<file path="src/sv/crsm_pkg.sv">
package crsm_pkg;

   localparam int ROW_COUNT_DEF   = 5;
   localparam int OUT_COUNT_DEF   = 5;
   localparam int COEFF_COUNT_DEF = 1024;
   localparam int VALUE_BITS_DEF  = 24;

   localparam int ROW_BITS   = 3;
   localparam int OUT_BITS   = 3;
   localparam int COEFF_BITS = 10;
   localparam int VAL_BITS   = 24;
   localparam int ACC_BITS   = 52;

   localparam int REQ_TDATA_BITS = 2 * VAL_BITS + COEFF_BITS + OUT_BITS + ROW_BITS;
   localparam int RSP_FIELD_BITS = 2 * ACC_BITS + COEFF_BITS + OUT_BITS;
   localparam int RSP_TDATA_BITS = ((RSP_FIELD_BITS + 7) / 8) * 8;
   localparam int RSP_PAD_BITS   = RSP_TDATA_BITS - RSP_FIELD_BITS;

   localparam logic REQ_LOAD = 1'b0;
   localparam logic REQ_DATA = 1'b1;

   typedef struct packed {
      logic                  valid;
      logic                  first;
      logic                  last;
      logic [COEFF_BITS-1:0] coeff;
   } stage_type;

   typedef struct packed {
      logic advance;
      logic acc_en;
      logic acc_first;
   } lane_ctl_type;

endpackage

</file>
<file path="src/sv/crsm_emit.sv">
module crsm_emit #(
   parameter int OUT_COUNT = crsm_pkg::OUT_COUNT_DEF
) (
   input  logic                                  clock,
   input  logic                                  reset,
   input  logic                                  load,
   input  logic [crsm_pkg::COEFF_BITS-1:0]       load_coeff,
   input  logic [crsm_pkg::ACC_BITS-1:0]         load_re [OUT_COUNT],
   input  logic [crsm_pkg::ACC_BITS-1:0]         load_im [OUT_COUNT],
   output logic                                  can_load,
   output logic                                  rsp_tvalid,
   input  logic                                  rsp_tready,
   output logic [crsm_pkg::RSP_TDATA_BITS-1:0]   rsp_tdata,
   output logic                                  rsp_tlast
);

   localparam int CntBits = $clog2(OUT_COUNT + 1);

   logic [CntBits-1:0]              cnt_ff;
   logic [CntBits-1:0]              cnt_in;
   logic [crsm_pkg::OUT_BITS-1:0]   idx_ff;
   logic [crsm_pkg::OUT_BITS-1:0]   idx_in;
   logic [crsm_pkg::COEFF_BITS-1:0] coeff_ff;
   logic [crsm_pkg::ACC_BITS-1:0]   re_ff [OUT_COUNT];
   logic [crsm_pkg::ACC_BITS-1:0]   im_ff [OUT_COUNT];
   logic                            transfer;

   assign rsp_tvalid = (cnt_ff != '0);
   assign rsp_tlast  = (cnt_ff == CntBits'(1));
   assign transfer   = rsp_tvalid && rsp_tready;
   assign can_load   = (cnt_ff == '0) || (rsp_tlast && rsp_tready);

   always_comb begin
      cnt_in = cnt_ff;
      idx_in = idx_ff;
      if (load) begin
         cnt_in = CntBits'(OUT_COUNT);
         idx_in = '0;
      end else if (transfer) begin
         cnt_in = cnt_ff - CntBits'(1);
         idx_in = idx_ff + crsm_pkg::OUT_BITS'(1);
      end
   end

   always_ff @(posedge clock) begin
      if (reset) begin
         cnt_ff <= '0;
         idx_ff <= '0;
      end else begin
         cnt_ff <= cnt_in;
         idx_ff <= idx_in;
      end
   end

   // load the buffer, or advance it by one entry per transfer
   always_ff @(posedge clock) begin
      if (load) begin
         coeff_ff <= load_coeff;
         for (int i = 0; i < OUT_COUNT; i++) begin
            re_ff[i] <= load_re[i];
            im_ff[i] <= load_im[i];
         end
      end else if (transfer) begin
         for (int i = 0; i < OUT_COUNT - 1; i++) begin
            re_ff[i] <= re_ff[i+1];
            im_ff[i] <= im_ff[i+1];
         end
      end
   end

   assign rsp_tdata = {{crsm_pkg::RSP_PAD_BITS{1'b0}}, im_ff[0], re_ff[0], coeff_ff, idx_ff};

endmodule

</file>
<file path="config.mk">
export PLATFORM = sky130hd
export DESIGN_NAME = crsm_emit
export DESIGN_NICKNAME = d
export VERILOG_FILES = /design/src/sv/crsm_pkg.sv /design/src/sv/crsm_emit.sv
export SDC_FILE = /design/constraint.sdc
export NUM_CORES = 1
export LEC_CHECK = 0
export BUFFER_PORTS_ARGS = -buffer_cell sky130_fd_sc_hd__buf_2
export CORE_MARGIN = 1
export CORE_UTILIZATION = 30
export CTS_BUF_LIST = sky130_fd_sc_hd__clkbuf_4 sky130_fd_sc_hd__clkbuf_8
export DETAILED_ROUTE_END_ITERATION = 8
export PLACE_DENSITY = 0.52
export REMOVE_ABC_BUFFERS = 1
export SLEW_MARGIN = 20
export SYNTH_ARGS = -nofsm -noshare
export SYNTH_HDL_FRONTEND = slang
export SYNTH_SLANG_ARGS = --single-unit
</file>
<file path="constraint.sdc">
create_clock -name clock -period 40.4 [get_ports clock]
set_clock_uncertainty 0.2 [all_clocks]
set_input_delay 8.08 -clock clock [delete_from_list [all_inputs] [get_ports clock]]
set_output_delay 8.08 -clock clock [all_outputs]
set_load 0.02 [all_outputs]
</file>
== Word-level counts from Yosys, hierarchy flattened ==
Memory sizes are Yosys's and may differ from the RTL's.
Index checks and enable logic that the tools add are counted.
Storage, ports and cells
  bits in registers: 16
  bits in latches: 0
  RAM bits: 520
  memory bits (read-only): 0
  input bits: 534
  output and inout bits: 123
  logic and storage cells: 39
  memories kept: 2
Memories
  im_ff: words 5, bits a word 52, rd ports 5, clocked after memory_dff 0, write ports 5, line crsm_emit.sv:25  | logic [crsm_pkg::ACC_BITS-1:0] im_ff [OUT_COUNT];
  re_ff: words 5, bits a word 52, rd ports 5, clocked after memory_dff 0, write ports 5, line crsm_emit.sv:24  | logic [crsm_pkg::ACC_BITS-1:0] re_ff [OUT_COUNT];
Operators by class
  $add $sub $neg: 2
  multiply operators: 0
  div/mod/pow operators: 0
  order comparisons: 0
  eq/ne operators: 1
  shifts and indexed selects: 0
  mux-type cells: 15
  bitwise logic cells: 8
  reductions and logical operators: 7
Operators with widths (number)
  52-bit 2-to-1 mux: 8
  1-bit OR: 8
  3-bit 2-to-1 mux: 2
  1-bit 2-to-1 mux: 5
  3-bit by 1-bit adder with 3-bit output (second input constant): 1
  3-bit by 1-bit equality test with 1-bit output (second input constant): 1
  3-bit logical NOT: 1
  3-bit nonzero test: 1
  3-bit by 1-bit subtractor with 3-bit output (second input constant): 1
  1-bit logical AND: 2
  2-bit nonzero test: 1
  2-bit OR reduction: 1
  1-bit logical OR: 1

== Longest topological paths before layout ==
Gate-level depths: netlist of the first run.
  depth in word-level cells: 6
  mapped depth: 9
  gate-level depth less buffers: 6

== Worst setup path before layout of the first run ==
No wires, ideal clock.
  path type: in2reg
  from: in rsp_tready
  to: mem im_ff[0][0] in the netlist's numbering (enable)
  library setup time: 1.770 ns
  arrival: 37.262 ns
  required time: 38.430 ns
  slack: 1.168 ns
  cell stages on the path: 3
  buffers on the path: 1
  cell sequence: buf_2 inv_1 o21ai_0
RTL lines
  from (decl): line crsm_emit.sv:12  | input logic rsp_tready,
  to (decl): line crsm_emit.sv:25

== Worst setup path in the final report of the first run ==
  from: in rsp_tready
  to: out can_load
Between the ends
  longest elaborated chain between the ends: 2
Ends and longest elaborated chain
  1-bit logical AND: line crsm_emit.sv:31  | assign can_load = (cnt_ff == '0) || (rsp_tlast && rsp_tready);
  1-bit logical OR: line crsm_emit.sv:31
  to (decl): line crsm_emit.sv:10  | output logic can_load,
Every way passes these cells.

==> flow_metrics.env, run 1 <==
export IMPL_holdPathEnd="idx_ff[2]"
export IMPL_grt_pass1_wl_um=80100
export IMPL_core_area_sq_um=74700
export IMPL_report_final_slew_viol_count=0
export IMPL_hold_violations=0
export IMPL_drc=0
export IMPL_fin_crit_sh_pct=41.7
export IMPL_clockBufferDepth=3
export IMPL_yosysWarningCount=0
export IMPL_seqPwrFrac_pct=51.6
export IMPL_register_area_sq_um=16000
export IMPL_crit_path_start="rsp_tready"
export IMPL_finalPower_mw=1.34
export IMPL_regToRegSetupSlack_ns=35.09
export IMPL_routed_wl_um=55100
export IMPL_powerDensity_nw_per_um2=47.1
export IMPL_dieWidth_um=277
export IMPL_reg2reg_to="im_ff[0][26]"
export IMPL_grt_antenna_before_repair=30
export IMPL_numCtsBuffers=99
export IMPL_rsz0062_at_grt="false"
export IMPL_path_class="input port to output pin"
export IMPL_hold_depth=2
export IMPL_drtPass1Iterations=4
export IMPL_grt_ovfl_total=0
export IMPL_syn_area_per_cell_sq_um=20.8
export IMPL_r2r_start="cnt_ff[0]"
export IMPL_row_count=100
export IMPL_final_common_cell="buf_2"
export IMPL_p_clk_share_pct=37.5
export IMPL_nFillCells=7081
export IMPL_critPathArrivalTime_ns=8.58
export IMPL_dieArea_sq_um=76800
export IMPL_areaGrowthSynthToFinish_pct=25.2
export IMPL_combPwrFrac_pct=10.8
export IMPL_post_drt_via_cell_ratio=4.26
export IMPL_final_layout_size_suffix_gt1_share_pct=67.6
export IMPL_vias=12000
export IMPL_setup_tns_final_ns=0
export IMPL_internal_power_mw=1.03
export IMPL_die_y_um=277
export IMPL_portBuffers=653
export IMPL_synth_yosys_seq_area_share_pct=70.6
export IMPL_grt_max_degree=154
export IMPL_max_slew_margin_pct=27.2
export IMPL_grt_pass1_vias=13000
export IMPL_period_minus_slack_ns=16.86
export IMPL_ctsResizeCount=0
export IMPL_startpoint_type="input port"
export IMPL_outcome="finished, final reports clean"
export IMPL_netlist_instances=1090
export IMPL_required_ns=32.12
export IMPL_synth_area_sq_um=22700
export IMPL_ant_nets=0
export IMPL_holdWs_ns=0.301
export IMPL_hold_path_class="flop to flop"
export IMPL_clk_latency_ns=0.67
export IMPL_cap_violations=0
export IMPL_tritoncts="done"
export IMPL_cts_sinks=536
export IMPL_grt_usage_pct=13.9
export IMPL_r2r_cells=9
export IMPL_setup_violations_final=0
export IMPL_worstMarginPinSlew_ns=1.09
export IMPL_post_cts_repair_setup_buffers=0
export IMPL_cp_max_fo=8
export IMPL_pin_count=657
export IMPL_place_gp_congestion=0.806
export IMPL_dp_hpwl_um=38400
export IMPL_power_leakage_nw=12.1
export IMPL_avgRoutedWirePerCell_um=19.5
export IMPL_finalNetCount=2294
export IMPL_fmax_mhz=59.3
export IMPL_multi_input_area_sq_um=5820
export IMPL_layout_common_cells="652 x buf_2, 530 x edfxtp_1, 240 x mux2_4"
export IMPL_cts_clk_slew_worst_paths_ns=0.06
export IMPL_ys_types=27
export IMPL_min_from="idx_ff[2]"
export IMPL_switching_share_pct=23.5
export IMPL_switchingPower_mw=0.315
export IMPL_vdd_drop_max_mv=0.0266
export IMPL_drtIter0Drc=649
export IMPL_cts_root_buf="clkbuf_8"
export IMPL_ys_ff_latch=536
export IMPL_ctsHoldBuffers=0
export IMPL_end_kind="output pin"
export IMPL_htree_num_levels=3
export IMPL_initial_core_util_pct=30.4
logic make-up (layout without fill, tap and decap cells):
kind of cell,count (synthesis),in the layout,synth area share (%)
buf+inv,108,855,3.92
other cells,1,22,0.0165
mux,417,417,24.6
compound gates,12,12,0.297
flops,536,536,70.6
simple gates,12,12,0.330
fa+ha+maj,4,4,0.220
power groups by stage:
stage | registers (mW) | clock network (mW) | logic (mW)
after floorplan | 0.752 | 0 | 0.107
after global placement | 0.702 | 0 | 0.144
after detailed placement | 0.704 | 0 | 0.148
after CTS | 0.693 | 0.525 | 0.148
after global routing | 0.697 | 0.549 | 0.156
final | 0.692 | 0.503 | 0.145
cell usage after synthesis:
library cell / instances / share of area (%)
edfxtp_1: 530 / 70
mux2_4: 240 / 16
mux2_2: 176 / 8.7
buf_4: 65 / 2.1
buf_6: 26 / 1.3
buf_2: 9 / 0.20
dfxtp_1: 6 / 0.53
a21oi_1: 5 / 0.11
inv_1: 5 / 0.083
ha_1: 4 / 0.22
o21ai_0: 4 / 0.088
nand2_1: 3 / 0.050
buf_12: 2 / 0.18
nand3_1: 2 / 0.044
a311oi_1: 1 / 0.039
a31oi_1: 1 / 0.028
conb_1: 1 / 0.017
inv_4: 1 / 0.028
mux2i_1: 1 / 0.044
nand3_2: 1 / 0.044
nor2_1: 1 / 0.017
nor2b_1: 1 / 0.028
nor2b_4: 1 / 0.061
o31ai_1: 1 / 0.033
or2_2: 1 / 0.028
or3_1: 1 / 0.028
or4_1: 1 / 0.033
per-stage QoR:
step	instance area, sq um	utilization, %	std cells	setup slack [ns]
after floorplan	21900	-	990	1.36
after global placement	26500	35.5	2624	23.53
after detailed placement	26500	35.5	2624	23.55
after CTS	28400	38.0	2808	23.54
after global routing	28400	38.1	2826	23.50
final	28400	38.1	2827	23.54
worst max path at each step:
stage                  endpoint  slack (ns)  cells past startpoint
floorplan           im_ff[0][0]        1.36                      2
global placement       can_load       23.53                      4
detailed placement     can_load       23.55                      4
CTS                    can_load       23.54                      4
global route           can_load       23.50                      4
finish                 can_load       23.54                      4
metal layers:
metal	vias to the layer above	routed length (um)	GRT usage, %
met5	-	86	0
li1	5580	-	-
met2	447	28500	24.0
met4	14	1620	6.67
met3	110	3950	4.75
met1	5891	21000	15.3
final cells by class:
type / count / area share, %
well taps: 969 / 4.26
repair buffers: 665 / 11.9
clock buffers: 135 / 5.76
diodes: 19 / 0.167
multi-input cells: 448 / 20.5
clock inverters: 49 / 0.990
inverters: 6 / 0.0880
flip-flops and latches: 536 / 56.4
flip-flops by register name, indices dropped and copies added (netlist names):
signal and flops:
cnt_ff 3, coeff_ff 10, re_ff 260, im_ff 260, idx_ff 3
worst max-delay path, cell delays in order:
cell     delay [ns]
buf_2          0.18
nand2_1        0.08
nand2_1        0.08
buf_2          0.16
Power figures use the tool's default switching activity.
==> inputs of run 2 (changes only) <==
PLACE_DENSITY = 0.5   (was 0.52)
clock period = 17 ns   (was 40.4 ns; I/O delays follow)
==> run 2 against run 1 <==
Clock-buffer cell count up 10. Combinational power up 140%. Non-clock buffer count unchanged. Via count down 0.59%. Worst hold slack worse by 0.017 ns. Wire length up 0.74%. Cell area about the same. Register-to-register slack worse by 22 ns. Final cell count down 0.14%. Largest power group unchanged. Utilization about the same. Critical path depth unchanged.
==> flow_metrics.env, run 2 (same netlist as run 1, synthesis figures left out) <==
export IMPL_outcome="finished, final reports clean"
export IMPL_ant_nets=0
export IMPL_initial_core_util_pct=30.4
export IMPL_place_gp_congestion=0.800
export IMPL_startpoint_type="input port"
export IMPL_layout_setup_ws_ns=9.46
export IMPL_drc=0
export IMPL_end_kind="output pin"
export IMPL_dp_worst_setup_slack_ns=9.44
export IMPL_dieArea_sq_um=76800
export IMPL_cts_root_buf="clkbuf_8"
export IMPL_portBuffers=653
export IMPL_fin_crit_sh_pct=44.3
export IMPL_drtIter0Drc=564
export IMPL_hold_violations=0
export IMPL_routed_wl_um=55500
export IMPL_switchingPower_mw=0.751
export IMPL_grt_antenna_before_repair=32
export IMPL_critPathArrivalTime_ns=3.94
export IMPL_power_leakage_nw=12.1
export IMPL_nFillCells=7115
export IMPL_clockBufferDepth=3
export IMPL_report_final_slew_viol_count=0
export IMPL_fmax_mhz=133
export IMPL_max_slew_margin_pct=21.6
export IMPL_htree_num_levels=3
export IMPL_pin_count=657
export IMPL_layout_common_cells="652 x buf_2, 530 x edfxtp_1, 240 x mux2_4"
export IMPL_combPwrFrac_pct=10.7
export IMPL_final_layout_size_suffix_gt1_share_pct=67.9
export IMPL_post_drt_via_cell_ratio=4.24
export IMPL_path_class="input port to output pin"
export IMPL_top_regs="im_ff x260, re_ff x260, coeff_ff x10"
export IMPL_setup_tns_final_ns=0
export IMPL_internal_power_mw=2.46
export IMPL_p_clk_share_pct=38.0
export IMPL_required_ns=13.40
export IMPL_grt_pass1_vias=13100
export IMPL_clk_latency_ns=0.67
export IMPL_grt_usage_pct=14.1
export IMPL_grt_max_degree=146
export IMPL_cp_max_fo=8
export IMPL_die_y_um=277
export IMPL_row_count=100
export IMPL_grt_pass1_wl_um=80900
export IMPL_cap_violations=0
export IMPL_cts_clk_slew_worst_paths_ns=0.06
export IMPL_numCtsBuffers=99
export IMPL_vias=12000
export IMPL_vdd_drop_max_mv=0.0681
export IMPL_drtPass1Iterations=4
export IMPL_critPathMaxStageDelay_ns=0.21
export IMPL_powerDensity_nw_per_um2=113
export IMPL_switching_share_pct=23.4
export IMPL_rsz0062_at_grt="false"
export IMPL_worstMarginPinSlew_ns=1.18
export IMPL_dieWidth_um=277
export IMPL_worstPathCellList="buf_2, nand2_1, nand2_1, buf_2"
export IMPL_setup_violations_final=0
export IMPL_avgRoutedWirePerCell_um=19.7
export IMPL_core_area_sq_um=74700
export IMPL_cp_slowest_cell="buf_2"
export IMPL_ctsHoldBuffers=0
export IMPL_seqPwrFrac_pct=51.3
export IMPL_post_cts_repair_setup_buffers=0
export IMPL_tritoncts="done"
export IMPL_hold_path_class="flop to flop"
export IMPL_cts_sinks=536
export IMPL_areaGrowthSynthToFinish_pct=25.3
export IMPL_ctsResizeCount=0
export IMPL_finalPower_mw=3.21
export IMPL_period_minus_slack_ns=7.54
export IMPL_final_common_cell="buf_2"
export IMPL_dp_hpwl_um=38800
export IMPL_grt_ovfl_total=0
export IMPL_finalNetCount=2294
run 2: stage by stage:
| step | instance area (sq um) | hold WS [ns] | std cells | util, % |
|---|---|---|---|---|
| after floorplan | 21900 | 0.280 | 990 | - |
| after global placement | 26500 | 0.269 | 2624 | 35.5 |
| after detailed placement | 26500 | 0.271 | 2624 | 35.5 |
| after CTS | 28400 | 0.283 | 2805 | 38.1 |
| after global routing | 28500 | 0.320 | 2819 | 38.1 |
| final | 28500 | 0.284 | 2823 | 38.1 |
run 2: power groups by stage:
stage	clock network (mW)	logic, mW	registers, mW
6_report	1.22	0.344	1.65
3_5_place_dp	0	0.349	1.68
3_3_place_gp	0	0.341	1.67
5_1_grt	1.32	0.369	1.66
4_1_cts	1.27	0.351	1.65
2_1_floorplan	0	0.255	1.79
run 2: worst paths after layout:
| path | startpoint | cells past startpoint | slack [ns] | end |
|---|---|---|---|---|
| hold reg to reg | idx_ff[2] | 2 | 0.28 | idx_ff[2] |
| setup / recovery | rsp_tready | 4 | 9.46 | can_load |
| setup reg to reg | cnt_ff[0] | 8 | 12.77 | im_ff[0][27] |
| hold / removal | idx_ff[2] | 2 | 0.28 | idx_ff[2] |
run 2: critical path: cells and delay by family:
family	cells	cell delay, ns
simple gates	2	0.16
buf+inv	2	0.37
run 2: metal layers:
metal / routed length [um] / vias up / track usage, % / share of wire, %
met4: 1410 / 26 / 5.38 / 2.5
li1: - / 5583 / - / -
met2: 29500 / 392 / 25.3 / 53
met1: 20700 / 5850 / 15.2 / 37
met5: 182 / - / 0 / 0.33
met3: 3700 / 120 / 4.87 / 6.7
run 2: final cells by class:
| cell class | instances | area, sq um | area share, % |
|---|---|---|---|
| Antenna cell | 18 | 45.0 | 0.158 |
| Sequential cell | 536 | 16000 | 56.3 |
| Tap cell | 969 | 1210 | 4.26 |
| Inverter | 6 | 25.0 | 0.0879 |
| Timing Repair Buffer | 665 | 3390 | 11.9 |
| Clock buffer | 145 | 1730 | 6.07 |
| Clock inverter | 36 | 216 | 0.760 |
| Multi-Input combinational cell | 448 | 5820 | 20.4 |
==> inputs of run 3 (changes only) <==
clock period = 7.72 ns   (was 17 ns; I/O delays follow)
==> run 3 against run 2 <==
Register-to-register slack worse by 8.5 ns. Critical path type is now input port to flop. Largest power group unchanged. Flip-flop and latch count unchanged. Critical endpoint is now im_ff[0][28]. Cell area down 0.14%.
==> flow_metrics.env, run 3 (same netlist as run 1, synthesis figures left out) <==
export IMPL_fin_crit_sh_pct=50.7
export IMPL_p_clk_share_pct=37.5
export IMPL_cts_sinks=536
export IMPL_numCtsBuffers=99
export IMPL_worstMarginPinSlew_ns=1.25
export IMPL_cts_clk_slew_worst_paths_ns=0.06
export IMPL_routed_wl_um=55300
export IMPL_startpoint_type="input port"
export IMPL_switching_share_pct=23.3
export IMPL_post_cts_repair_setup_buffers=0
export IMPL_ctsHoldBuffers=0
export IMPL_holdWs_ns=0.295
export IMPL_r2r_cells=7
export IMPL_outcome="finished, final reports clean"
export IMPL_drtIter0Drc=503
export IMPL_critPathArrivalTime_ns=4.11
export IMPL_required_ns=7.91
export IMPL_vdd_drop_max_mv=0.146
export IMPL_report_final_slew_viol_count=0
export IMPL_path_class="input port to flop"
export IMPL_place_gp_congestion=0.803
export IMPL_rsz0062_at_grt="false"
export IMPL_setup_tns_final_ns=0
export IMPL_layout_common_cells="652 x buf_2, 530 x edfxtp_1, 240 x mux2_4"
export IMPL_combPwrFrac_pct=10.9
export IMPL_end_kind="flop"
export IMPL_regToRegSetupSlack_ns=4.31
export IMPL_areaGrowthSynthToFinish_pct=25.1
export IMPL_die_y_um=277
export IMPL_pin_count=657
export IMPL_final_util_pct=38.1
export IMPL_htree_num_levels=3
export IMPL_powerDensity_nw_per_um2=247
export IMPL_grt_pass1_wl_um=81100
export IMPL_top_regs="im_ff x260, re_ff x260, coeff_ff x10"
export IMPL_grt_pass1_vias=13000
export IMPL_switchingPower_mw=1.63
export IMPL_grt_ovfl_total=0
export IMPL_post_drt_via_cell_ratio=4.25
export IMPL_dp_hpwl_um=38200
export IMPL_seqPwrFrac_pct=51.7
export IMPL_period_minus_slack_ns=3.91
export IMPL_setup_violations_final=0
export IMPL_internal_power_mw=5.38
export IMPL_clockBufferDepth=3
export IMPL_cp_max_fo=130
export IMPL_r2r_start="cnt_ff[0]"
export IMPL_grt_antenna_before_repair=22
export IMPL_drc=0
export IMPL_final_common_cell="buf_2"
export IMPL_finalNetCount=2294
export IMPL_max_slew_margin_pct=16.7
export IMPL_ant_nets=0
export IMPL_vias=11900
export IMPL_drtPass1Iterations=4
export IMPL_clk_latency_ns=0.68
export IMPL_min_from="idx_ff[2]"
export IMPL_cts_root_buf="clkbuf_8"
export IMPL_fmax_mhz=256
export IMPL_portBuffers=653
export IMPL_hold_path_class="flop to flop"
export IMPL_core_area_sq_um=74700
export IMPL_cap_violations=0
export IMPL_power_leakage_nw=12.1
export IMPL_row_count=100
export IMPL_tritoncts="done"
export IMPL_grt_max_degree=169
export IMPL_dieArea_sq_um=76800
export IMPL_hold_depth=2
export IMPL_finalPower_mw=7.01
export IMPL_ctsResizeCount=0
export IMPL_layout_setup_ws_ns=3.81
export IMPL_grt_usage_pct=14.0
export IMPL_reg2reg_to="im_ff[0][28]"
export IMPL_final_layout_size_suffix_gt1_share_pct=68.1
export IMPL_initial_core_util_pct=30.4
export IMPL_dp_worst_setup_slack_ns=3.13
export IMPL_nFillCells=7099
export IMPL_hold_violations=0
export IMPL_avgRoutedWirePerCell_um=19.7
export IMPL_holdPathEnd="idx_ff[2]"
export IMPL_dieWidth_um=277
run 3: cell count changes in the layout (fill, tap and decap cells not counted):
cell,before,now
bufinv_16,1,0
inv_8,3,2
clkinv_1,21,15
buf_12,2,4
clkinv_8,1,2
clkbuf_4,43,46
clkbuf_8,102,101
clkinv_2,7,6
buf_4,10,8
diode_2,18,10
run 3: worst max-delay path by stage:
stage,to,from,slack (ns),cells past startpoint
after floorplan,im_ff[0][0],rsp_tready,-24.78,2
after global placement,re_ff[0][88],load,3.20,5
after detailed placement,im_ff[0][32],load,3.13,5
after CTS,can_load,cnt_ff[0],3.89,6
after global routing,im_ff[0][28],load,3.75,5
final,im_ff[0][28],load,3.81,5
run 3: power groups by stage:
stage / Combinational [mW] / Sequential, mW / Clock [mW]
floorplan: 0.561 / 3.94 / 0
global placement: 0.758 / 3.68 / 0
detailed placement: 0.775 / 3.69 / 0
CTS: 0.778 / 3.63 / 2.74
global route: 0.818 / 3.65 / 2.85
finish: 0.763 / 3.62 / 2.63
run 3: cell type report:
type	instances	area (sq um)	area share [%]
clock buffer	147	1740	6.10
clock inverter	28	164	0.577
inverter	6	25.0	0.0880
antenna	10	25.0	0.0880
multi-input combinational	448	5820	20.5
tap	969	1210	4.26
timing repair buffer	665	3410	12.0
sequential	536	16000	56.4
run 3: worst max-delay path, cell delays in order:
cell	delay (ns)
buf_6	0.34
inv_1	0.25
nand3_4	0.61
buf_12	0.58
mux2_2	0.41
run 3: per-stage QoR:
| step | area [sq um] | instances |
|---|---|---|
| after CTS | 28400 | 2799 |
| final | 28400 | 2809 |
| after global placement | 26500 | 2624 |
| after global routing | 28400 | 2808 |
| after floorplan | 21900 | 990 |
| after detailed placement | 26500 | 2624 |
run 3: metal layers:
metal / vias up / track usage, % / share of wire, %
li1: 5570 / - / -
met1: 5802 / 15.1 / 37
met2: 414 / 25.1 / 53
met3: 126 / 4.62 / 6.7
met4: 18 / 5.98 / 3.1
met5: - / 0 / 0.20
